File: src/hw/rtl/sorted_table_insert_delete_unit_macros.svh
// Assertion macros for the sorted table insert/delete unit.
`ifndef SORTED_TABLE_INSERT_DELETE_UNIT_MACROS_SVH
`define SORTED_TABLE_INSERT_DELETE_UNIT_MACROS_SVH
`ifndef SYNTHESIS
// Check that a condition holds in every cycle out of reset.
`define STID_ASSERT_ALWAYS(lbl, clk, rst, cond) \
  lbl: assert property (@(posedge clk) disable iff (rst) (cond)) \
    else $error("sorted table invariant violated");
// Check that a condition implies another one in the next cycle.
`define STID_ASSERT_NEXT(lbl, clk, rst, ante, cons) \
  lbl: assert property (@(posedge clk) disable iff (rst) (ante) |=> (cons)) \
    else $error("sorted table sequencing violated");
`else
`define STID_ASSERT_ALWAYS(lbl, clk, rst, cond)
`define STID_ASSERT_NEXT(lbl, clk, rst, ante, cons)
`endif
`endif

File: src/hw/rtl/stid_pkg.sv
// Shared types and constants for the sorted table insert/delete unit.
package stid_pkg;

  localparam int unsigned VALUE_W  = 32;
  localparam int unsigned STATUS_W = 3;
  localparam int unsigned POS_W    = 4;
  localparam int unsigned COUNT_W  = 5;

  typedef enum logic [STATUS_W-1:0] {
    ST_INSERTED  = 3'd0,
    ST_DELETED   = 3'd1,
    ST_DUPLICATE = 3'd2,
    ST_NOTFOUND  = 3'd3,
    ST_FULL      = 3'd4
  } status_t;

  typedef enum logic {
    OP_INSERT = 1'b0,
    OP_DELETE = 1'b1
  } op_t;

  typedef enum logic {
    FSM_IDLE   = 1'b0,
    FSM_UPDATE = 1'b1
  } fsm_t;

  // Command broadcast to every cell of the chain.
  typedef struct packed {
    logic                      cmp;
    logic                      ins;
    logic                      del;
    logic signed [VALUE_W-1:0] value;
  } cell_ctl_t;

endpackage

File: src/hw/rtl/stid_cell.sv
// One cell of the sorted chain: holds an entry, compares and shifts.
module stid_cell (
  input  logic                                 clk,
  input  logic                                 rst,
  input  stid_pkg::cell_ctl_t                  ctl,
  input  logic signed [stid_pkg::VALUE_W-1:0]  lower_entry,
  input  logic                                 lower_valid,
  input  logic                                 lower_lt,
  input  logic signed [stid_pkg::VALUE_W-1:0]  upper_entry,
  input  logic                                 upper_valid,
  output logic signed [stid_pkg::VALUE_W-1:0]  entry,
  output logic                                 valid,
  output logic                                 lt,
  output logic                                 eq
);

  logic boundary;

  // The first cell not below the value is where an insert lands
  assign boundary = !lt && lower_lt;

  // Latch the compare results against the incoming value
  always_ff @(posedge clk) begin
    if (ctl.cmp) begin
      lt <= valid && (entry < ctl.value);
      eq <= valid && (entry == ctl.value);
    end
  end

  // Shift up on insert, down on delete; cells below the value hold
  always_ff @(posedge clk) begin
    if (ctl.ins && !lt) begin
      entry <= boundary ? ctl.value : lower_entry;
    end else if (ctl.del && !lt) begin
      entry <= upper_entry;
    end
  end

  always_ff @(posedge clk) begin
    if (rst) begin
      valid <= 1'b0;
    end else if (ctl.ins && !lt) begin
      valid <= valid | lower_valid;
    end else if (ctl.del && !lt) begin
      valid <= upper_valid;
    end
  end

endmodule

File: src/hw/rtl/sorted_table_insert_delete_unit.sv
// Sorted table insert/delete unit: a chain of compare-and-shift cells.
//
// Keeps up to TABLE_DEPTH distinct signed 32-bit values in ascending order.
// A request is taken when start is high and busy is low. All cells compare
// against the value when it is taken, the chain shifts in the update state
// that follows, and the result is shown with done high for exactly one cycle
// after that; busy holds off a new request only while the chain shifts.
// The result cannot be held off; sample it while done is high. Status tells
// inserted, deleted, duplicate ignored, not found or table full; position is
// the index touched (low bits, zero when nothing changed) and entry_count the
// fill after the request. No clearing pass is needed after reset.
module sorted_table_insert_delete_unit #(
  parameter int unsigned TABLE_DEPTH = 16
) (
  input  logic                                clk,
  input  logic                                rst,
  input  logic                                start,
  output logic                                busy,
  input  logic                                operation,
  input  logic signed [stid_pkg::VALUE_W-1:0] value,
  output logic                                done,
  output logic [stid_pkg::STATUS_W-1:0]       status,
  output logic [stid_pkg::POS_W-1:0]          position,
  output logic [stid_pkg::COUNT_W-1:0]        entry_count
);

`include "sorted_table_insert_delete_unit_macros.svh"

  localparam int unsigned IW = $clog2(TABLE_DEPTH);
  localparam int unsigned CW = $clog2(TABLE_DEPTH + 1);
  localparam int unsigned VW = stid_pkg::VALUE_W;

  stid_pkg::fsm_t    state, state_next;
  stid_pkg::cell_ctl_t ctl;
  logic              accept;
  logic              op_q;
  logic signed [VW-1:0] value_q;
  logic [CW-1:0]     count, count_next;

  logic signed [VW-1:0] entry_w [TABLE_DEPTH];
  logic [TABLE_DEPTH-1:0] valid_w, lt_w, eq_w, boundary;

  logic              found, full, do_ins, do_del;
  logic [IW-1:0]     pos_enc;
  stid_pkg::status_t status_next;
  logic [IW-1:0]     pos_next;

  assign accept = start && !busy;
  assign busy   = (state == stid_pkg::FSM_UPDATE);

  // Hold the request while the chain works on it
  always_ff @(posedge clk) begin
    if (accept) begin
      op_q    <= operation;
      value_q <= value;
    end
  end

  // Sequencer state
  always_ff @(posedge clk) begin
    if (rst) begin
      state <= stid_pkg::FSM_IDLE;
    end else begin
      state <= state_next;
    end
  end

  always_comb begin
    state_next = state;
    unique case (state)
      stid_pkg::FSM_IDLE: begin
        if (accept) state_next = stid_pkg::FSM_UPDATE;
      end
      stid_pkg::FSM_UPDATE: begin
        state_next = stid_pkg::FSM_IDLE;
      end
      default: state_next = stid_pkg::FSM_IDLE;
    endcase
  end

  // Decide the request from the latched compare results
  assign found    = |eq_w;
  assign full     = valid_w[TABLE_DEPTH-1];
  assign do_ins   = busy && (op_q == stid_pkg::OP_INSERT) && !found && !full;
  assign do_del   = busy && (op_q == stid_pkg::OP_DELETE) && found;
  assign boundary = ~lt_w & {lt_w[TABLE_DEPTH-2:0], 1'b1};

  always_comb begin
    pos_enc = '0;
    for (int i = 0; i < TABLE_DEPTH; i++) begin
      if (boundary[i]) pos_enc = pos_enc | IW'(i);
    end
  end

  always_comb begin
    if (op_q == stid_pkg::OP_DELETE) begin
      status_next = found ? stid_pkg::ST_DELETED : stid_pkg::ST_NOTFOUND;
    end else if (found) begin
      status_next = stid_pkg::ST_DUPLICATE;
    end else if (full) begin
      status_next = stid_pkg::ST_FULL;
    end else begin
      status_next = stid_pkg::ST_INSERTED;
    end
    pos_next = (do_ins || do_del) ? pos_enc : '0;
    if (do_ins) begin
      count_next = count + CW'(1);
    end else if (do_del) begin
      count_next = count - CW'(1);
    end else begin
      count_next = count;
    end
  end

  always_ff @(posedge clk) begin
    if (rst) begin
      count <= '0;
    end else begin
      count <= count_next;
    end
  end

  // Broadcast to the chain: compare on accept, shift in the update cycle
  assign ctl.cmp   = accept;
  assign ctl.ins   = do_ins;
  assign ctl.del   = do_del;
  assign ctl.value = busy ? value_q : value;

  for (genvar i = 0; i < TABLE_DEPTH; i++) begin : g_cell
    logic signed [VW-1:0] lower_entry, upper_entry;
    logic lower_valid, lower_lt, upper_valid;
    if (i == 0) begin : g_first
      assign lower_entry = value_q;
      assign lower_valid = 1'b1;
      assign lower_lt    = 1'b1;
    end else begin : g_mid_lo
      assign lower_entry = entry_w[i-1];
      assign lower_valid = valid_w[i-1];
      assign lower_lt    = lt_w[i-1];
    end
    if (i == TABLE_DEPTH - 1) begin : g_last
      assign upper_entry = '0;
      assign upper_valid = 1'b0;
    end else begin : g_mid_hi
      assign upper_entry = entry_w[i+1];
      assign upper_valid = valid_w[i+1];
    end
    stid_cell u_cell (
      .clk         (clk),
      .rst         (rst),
      .ctl         (ctl),
      .lower_entry (lower_entry),
      .lower_valid (lower_valid),
      .lower_lt    (lower_lt),
      .upper_entry (upper_entry),
      .upper_valid (upper_valid),
      .entry       (entry_w[i]),
      .valid       (valid_w[i]),
      .lt          (lt_w[i]),
      .eq          (eq_w[i])
    );
  end

  // Register the result; done strobes for one cycle
  logic [IW-1:0] pos_q;
  logic [CW-1:0] count_q;

  always_ff @(posedge clk) begin
    if (rst) begin
      done <= 1'b0;
    end else begin
      done <= busy;
    end
  end

  always_ff @(posedge clk) begin
    if (busy) begin
      status  <= status_next;
      pos_q   <= pos_next;
      count_q <= count_next;
    end
  end

  if (IW >= stid_pkg::POS_W) begin : g_pos_trunc
    assign position = pos_q[stid_pkg::POS_W-1:0];
  end else begin : g_pos_ext
    assign position = {{(stid_pkg::POS_W-IW){1'b0}}, pos_q};
  end

  if (CW >= stid_pkg::COUNT_W) begin : g_cnt_trunc
    assign entry_count = count_q[stid_pkg::COUNT_W-1:0];
  end else begin : g_cnt_ext
    assign entry_count = {{(stid_pkg::COUNT_W-CW){1'b0}}, count_q};
  end

  // Occupied cells form a contiguous run from the bottom matching the count
  `STID_ASSERT_ALWAYS(a_valid_contig, clk, rst, (valid_w & ~{valid_w[TABLE_DEPTH-2:0], 1'b1}) == '0)
  `STID_ASSERT_ALWAYS(a_count_match, clk, rst, $countones(valid_w) == 32'(count))
  `STID_ASSERT_NEXT(a_done_follows, clk, rst, busy, done && !busy)

endmodule

File: config.mk
export PLATFORM = sky130hd
export DESIGN_NAME = sorted_table_insert_delete_unit
export DESIGN_NICKNAME = d
export VERILOG_FILES = /design/src/hw/rtl/stid_pkg.sv /design/src/hw/rtl/stid_cell.sv /design/src/hw/rtl/sorted_table_insert_delete_unit.sv
export VERILOG_INCLUDE_DIRS = /design/src /design/src/hw/rtl
export SDC_FILE = /design/constraint.sdc
export NUM_CORES = 2
export LEC_CHECK = 0
export ABC_AREA = 1
export BUFFER_PORTS_ARGS = -buffer_cell sky130_fd_sc_hd__buf_4
export CORE_MARGIN = 1.5
export CORE_UTILIZATION = 41
export CTS_CLUSTER_DIAMETER = 120
export DETAILED_ROUTE_END_ITERATION = 10
export PLACE_DENSITY_LB_ADDON = 0.3
export REMOVE_ABC_BUFFERS = 1
export SLEW_MARGIN = 25
export SYNTH_ARGS = -nofsm -noshare
export SYNTH_HDL_FRONTEND = slang
export SYNTH_SLANG_ARGS = --single-unit
File: constraint.sdc
create_clock -name clk -period 5.5 [get_ports clk]
set_clock_uncertainty 0.15 [all_clocks]
set_input_delay 0 -clock clk [delete_from_list [all_inputs] [get_ports clk]]
set_output_delay 0 -clock clk [all_outputs]
set_load 0.05 [all_outputs]
==> flow_summary.yaml <==
route:
  drt_pre_antenna_iters: 6
  wl_per_cell_um: 19.4
  antenna_left: 0
  via_count: 35000
  drt-vias-per-instance: 5.47
  wirelength_um: 124000
  first_iter_violations: 3035
  drc_errors: 0
clock_tree:
  cts_buffers: 71
  cts_tree: "done"
  cts_resized: 0
  cts_root_buffer: "clkbuf_16"
  clk_pin_slew_ns: 0.06
  cts_buffer_depth: 3
  cts.sinks: 612
  h-tree-depth: 3
  clock_latency_ns: 0.64
sta:
  period_needed_ns: 4.03
  maxSlewViolCount: 0
  fin_ws_ns: 1.47
  finalHoldViolations: 0
  fmax_mhz: 248
  max_slew_margin_pct: 29.1
  final.setup.tns_ns: 0
  setup_viol_count_final: 0
  max_slew.worst_pin.slew_ns: 1.04
  rsz0062_at_grt: "no"
  fin_crit_sh_pct: 73.3
placement:
  pre_cts_slack_ns: 1.49
  port-buffer-count: 49
  gp_congestion: 0.901
  dp_hpwl_um: 87100
  place_area_um2: 44100
  dp_cells: 6192
layout:
  final_area_um2: 47200
  multi_input_area_um2: 22300
  fin_cells: 6394
  n_antenna_cell: 0
  drive_gt1_share_pct: 8.81
  final_cell_mix: "1,339 x nand2_1, 589 x edfxtp_1, 578 x o21ai_0, 514 x ha_1, 475 x a21oi_1"
  areaGrowthSynthToFinish_pct: 11.9
  nNetsFinal: 5518
  seqCellArea_um2: 18200
  final_common_cell: "nand2_1"
  nFillCells: 9798
global_route:
  gr-usage-all-layers_pct: 23.6
  first_global_vias: 33800
  antenna_found_initial: 1
  grt_overflow: 0
  grt_first_pass_wirelength_um: 193000
  grt_max_degree: 67
setup_path:
  cp_max_fo: 27
  crit_path_start_kind: "flip-flop"
  cp.required_ns: 5.74
  worst_setup_path_end_kind: "flip-flop"
  cp.arrival_ns: 4.28
  crit_type: "reg -> reg"
yosys:
  synth.distinct_cells: 36
  synth.yosys.seq_area_share_pct: 43.0
  synth.avg_cell_area_um2: 8.55
  syn_area_um2: 42200
  ys_warn_count: 0
  postSynthRegisterBits: 612
  synth_cells: 4939
floorplan:
  fp-row-count: 117
  die_h_um: 324
  dieArea_um2: 105000
  start_util_pct: 41.4
  core_area_um2: 102000
  die_w_um: 324
  ios: 50
min_path:
  hold_path_class: "in -> reg"
power_and_ir_drop:
  leakage_nw: 20.0
  p_per_area_nw_per_um2: 257
  vdd.ir_drop.worst_mv: 0.227
outcome:
  status: "complete, no violations"
run:
  max_cap_violations: 0
[state kept, by name (all words and copies together), names as in the netlist]
register	flops
op_q	1
count	5
g_cell.u_cell.eq	16
busy	1
status	3
position	4
entry_count	5
done	1
g_cell.lower_entry	32
g_cell.u_cell.entry	512
g_cell.u_cell.lt	16
g_cell.u_cell.valid	16
[kinds of logic after synthesis]
group	share of synthesized area [%]
AND/OR/NAND/NOR	18.6
flip-flops	43.0
adder cells (fa/ha/maj)	15.2
XOR/XNOR	0.124
multiplexers	0.735
AO/OA/AOI/OAI	17.0
buffers and inverters	5.41
[repair_timing]
item / in CTS / in global routing
hold buffers: 69 / 0
endpoints found under the setup margin: 0 / 0
hold endpoints to repair: 167 / 0
setup buffers: 0 / 0
[critical path, stage by stage, from the launching register on]
cell     delay [ns]
dfxtp_4        0.99
mux2i_4        0.95
ha_1           0.23
nand2_1        0.05
nor2_1         0.11
nand2_1        0.12
nor4_1         0.69
nand2_1        0.19
a21oi_1        0.16
nor2_1         0.06
[cell type report]
class	count	share of cell area, %
Inverter	228	1.82
Sequential cell	612	38.4
Clock inverter	33	0.847
Clock buffer	98	4.28
Tap cell	1368	3.62
Multi-Input combinational cell	3853	47.3
Timing Repair Buffer	202	3.76
[synthesized netlist by cell type, drive strengths merged]
| cell type | instances | area share, % |
|---|---|---|
| o21bai | 5 | 0.089 |
| buf | 123 | 2.3 |
| xor2 | 6 | 0.12 |
| nor3 | 50 | 0.62 |
| ha | 514 | 15 |
| nand4 | 33 | 0.49 |
| and3 | 18 | 0.27 |
| mux2i | 31 | 0.73 |
| o21a | 25 | 0.44 |
| dfxtp | 23 | 1.1 |
| inv | 227 | 2.0 |
| a21o | 17 | 0.30 |
| a21oi | 475 | 5.6 |
| a31oi | 1 | 0.015 |
| nand2 | 1361 | 12 |
| nor4 | 11 | 0.16 |
| nor2 | 448 | 4.0 |
| edfxtp | 589 | 42 |
| nand3b | 1 | 0.018 |
| clkbuf | 123 | 1.1 |
| clkinv | 1 | 0.012 |
| nand3 | 69 | 0.85 |
| o21ai | 788 | 10 |
[metrics by stage]
step,hold slack (ns),utilization (%),total power [mW]
6_report,0.0952,46.4,12.1
3_5_place_dp,0.0298,43.2,7.08
2_1_floorplan,-0.0809,-,6.46
3_3_place_gp,0.0315,43.2,7.04
5_1_grt,0.0880,46.4,12.6
4_1_cts,0.0310,46.3,12.2
[per-layer routing]
metal  track usage [%]  routed length, um  vias to the layer above
met1              32.7              56000                    16500
met4              5.86               2450                        0
met3              2.50               7980                      167
met5                 0                  0                        -
li1                  -                  -                    17200
met2              39.2              57800                     1037
[power by group]
| part | internal [mW] | switching [mW] | leakage, nW |
|---|---|---|---|
| Clock | 3.00 | 2.07 | 1.19 |
| Combinational | 0.610 | 1.15 | 13.2 |
| Sequential | 5.19 | 0.107 | 5.60 |
[path summary, 6_finish.rpt]
check | from | endpoint | slack [ns] | depth (start not counted)
min reg2reg | g_cell[4].u_cell.entry[0] | g_cell[3].u_cell.entry[0] | 0.41 | 2
max | busy | g_cell[4].u_cell.lt | 1.47 | 9
min | start | busy | 0.1 | 4
max reg2reg | busy | g_cell[4].u_cell.lt | 1.47 | 9
(Power assumes the default switching activity.)
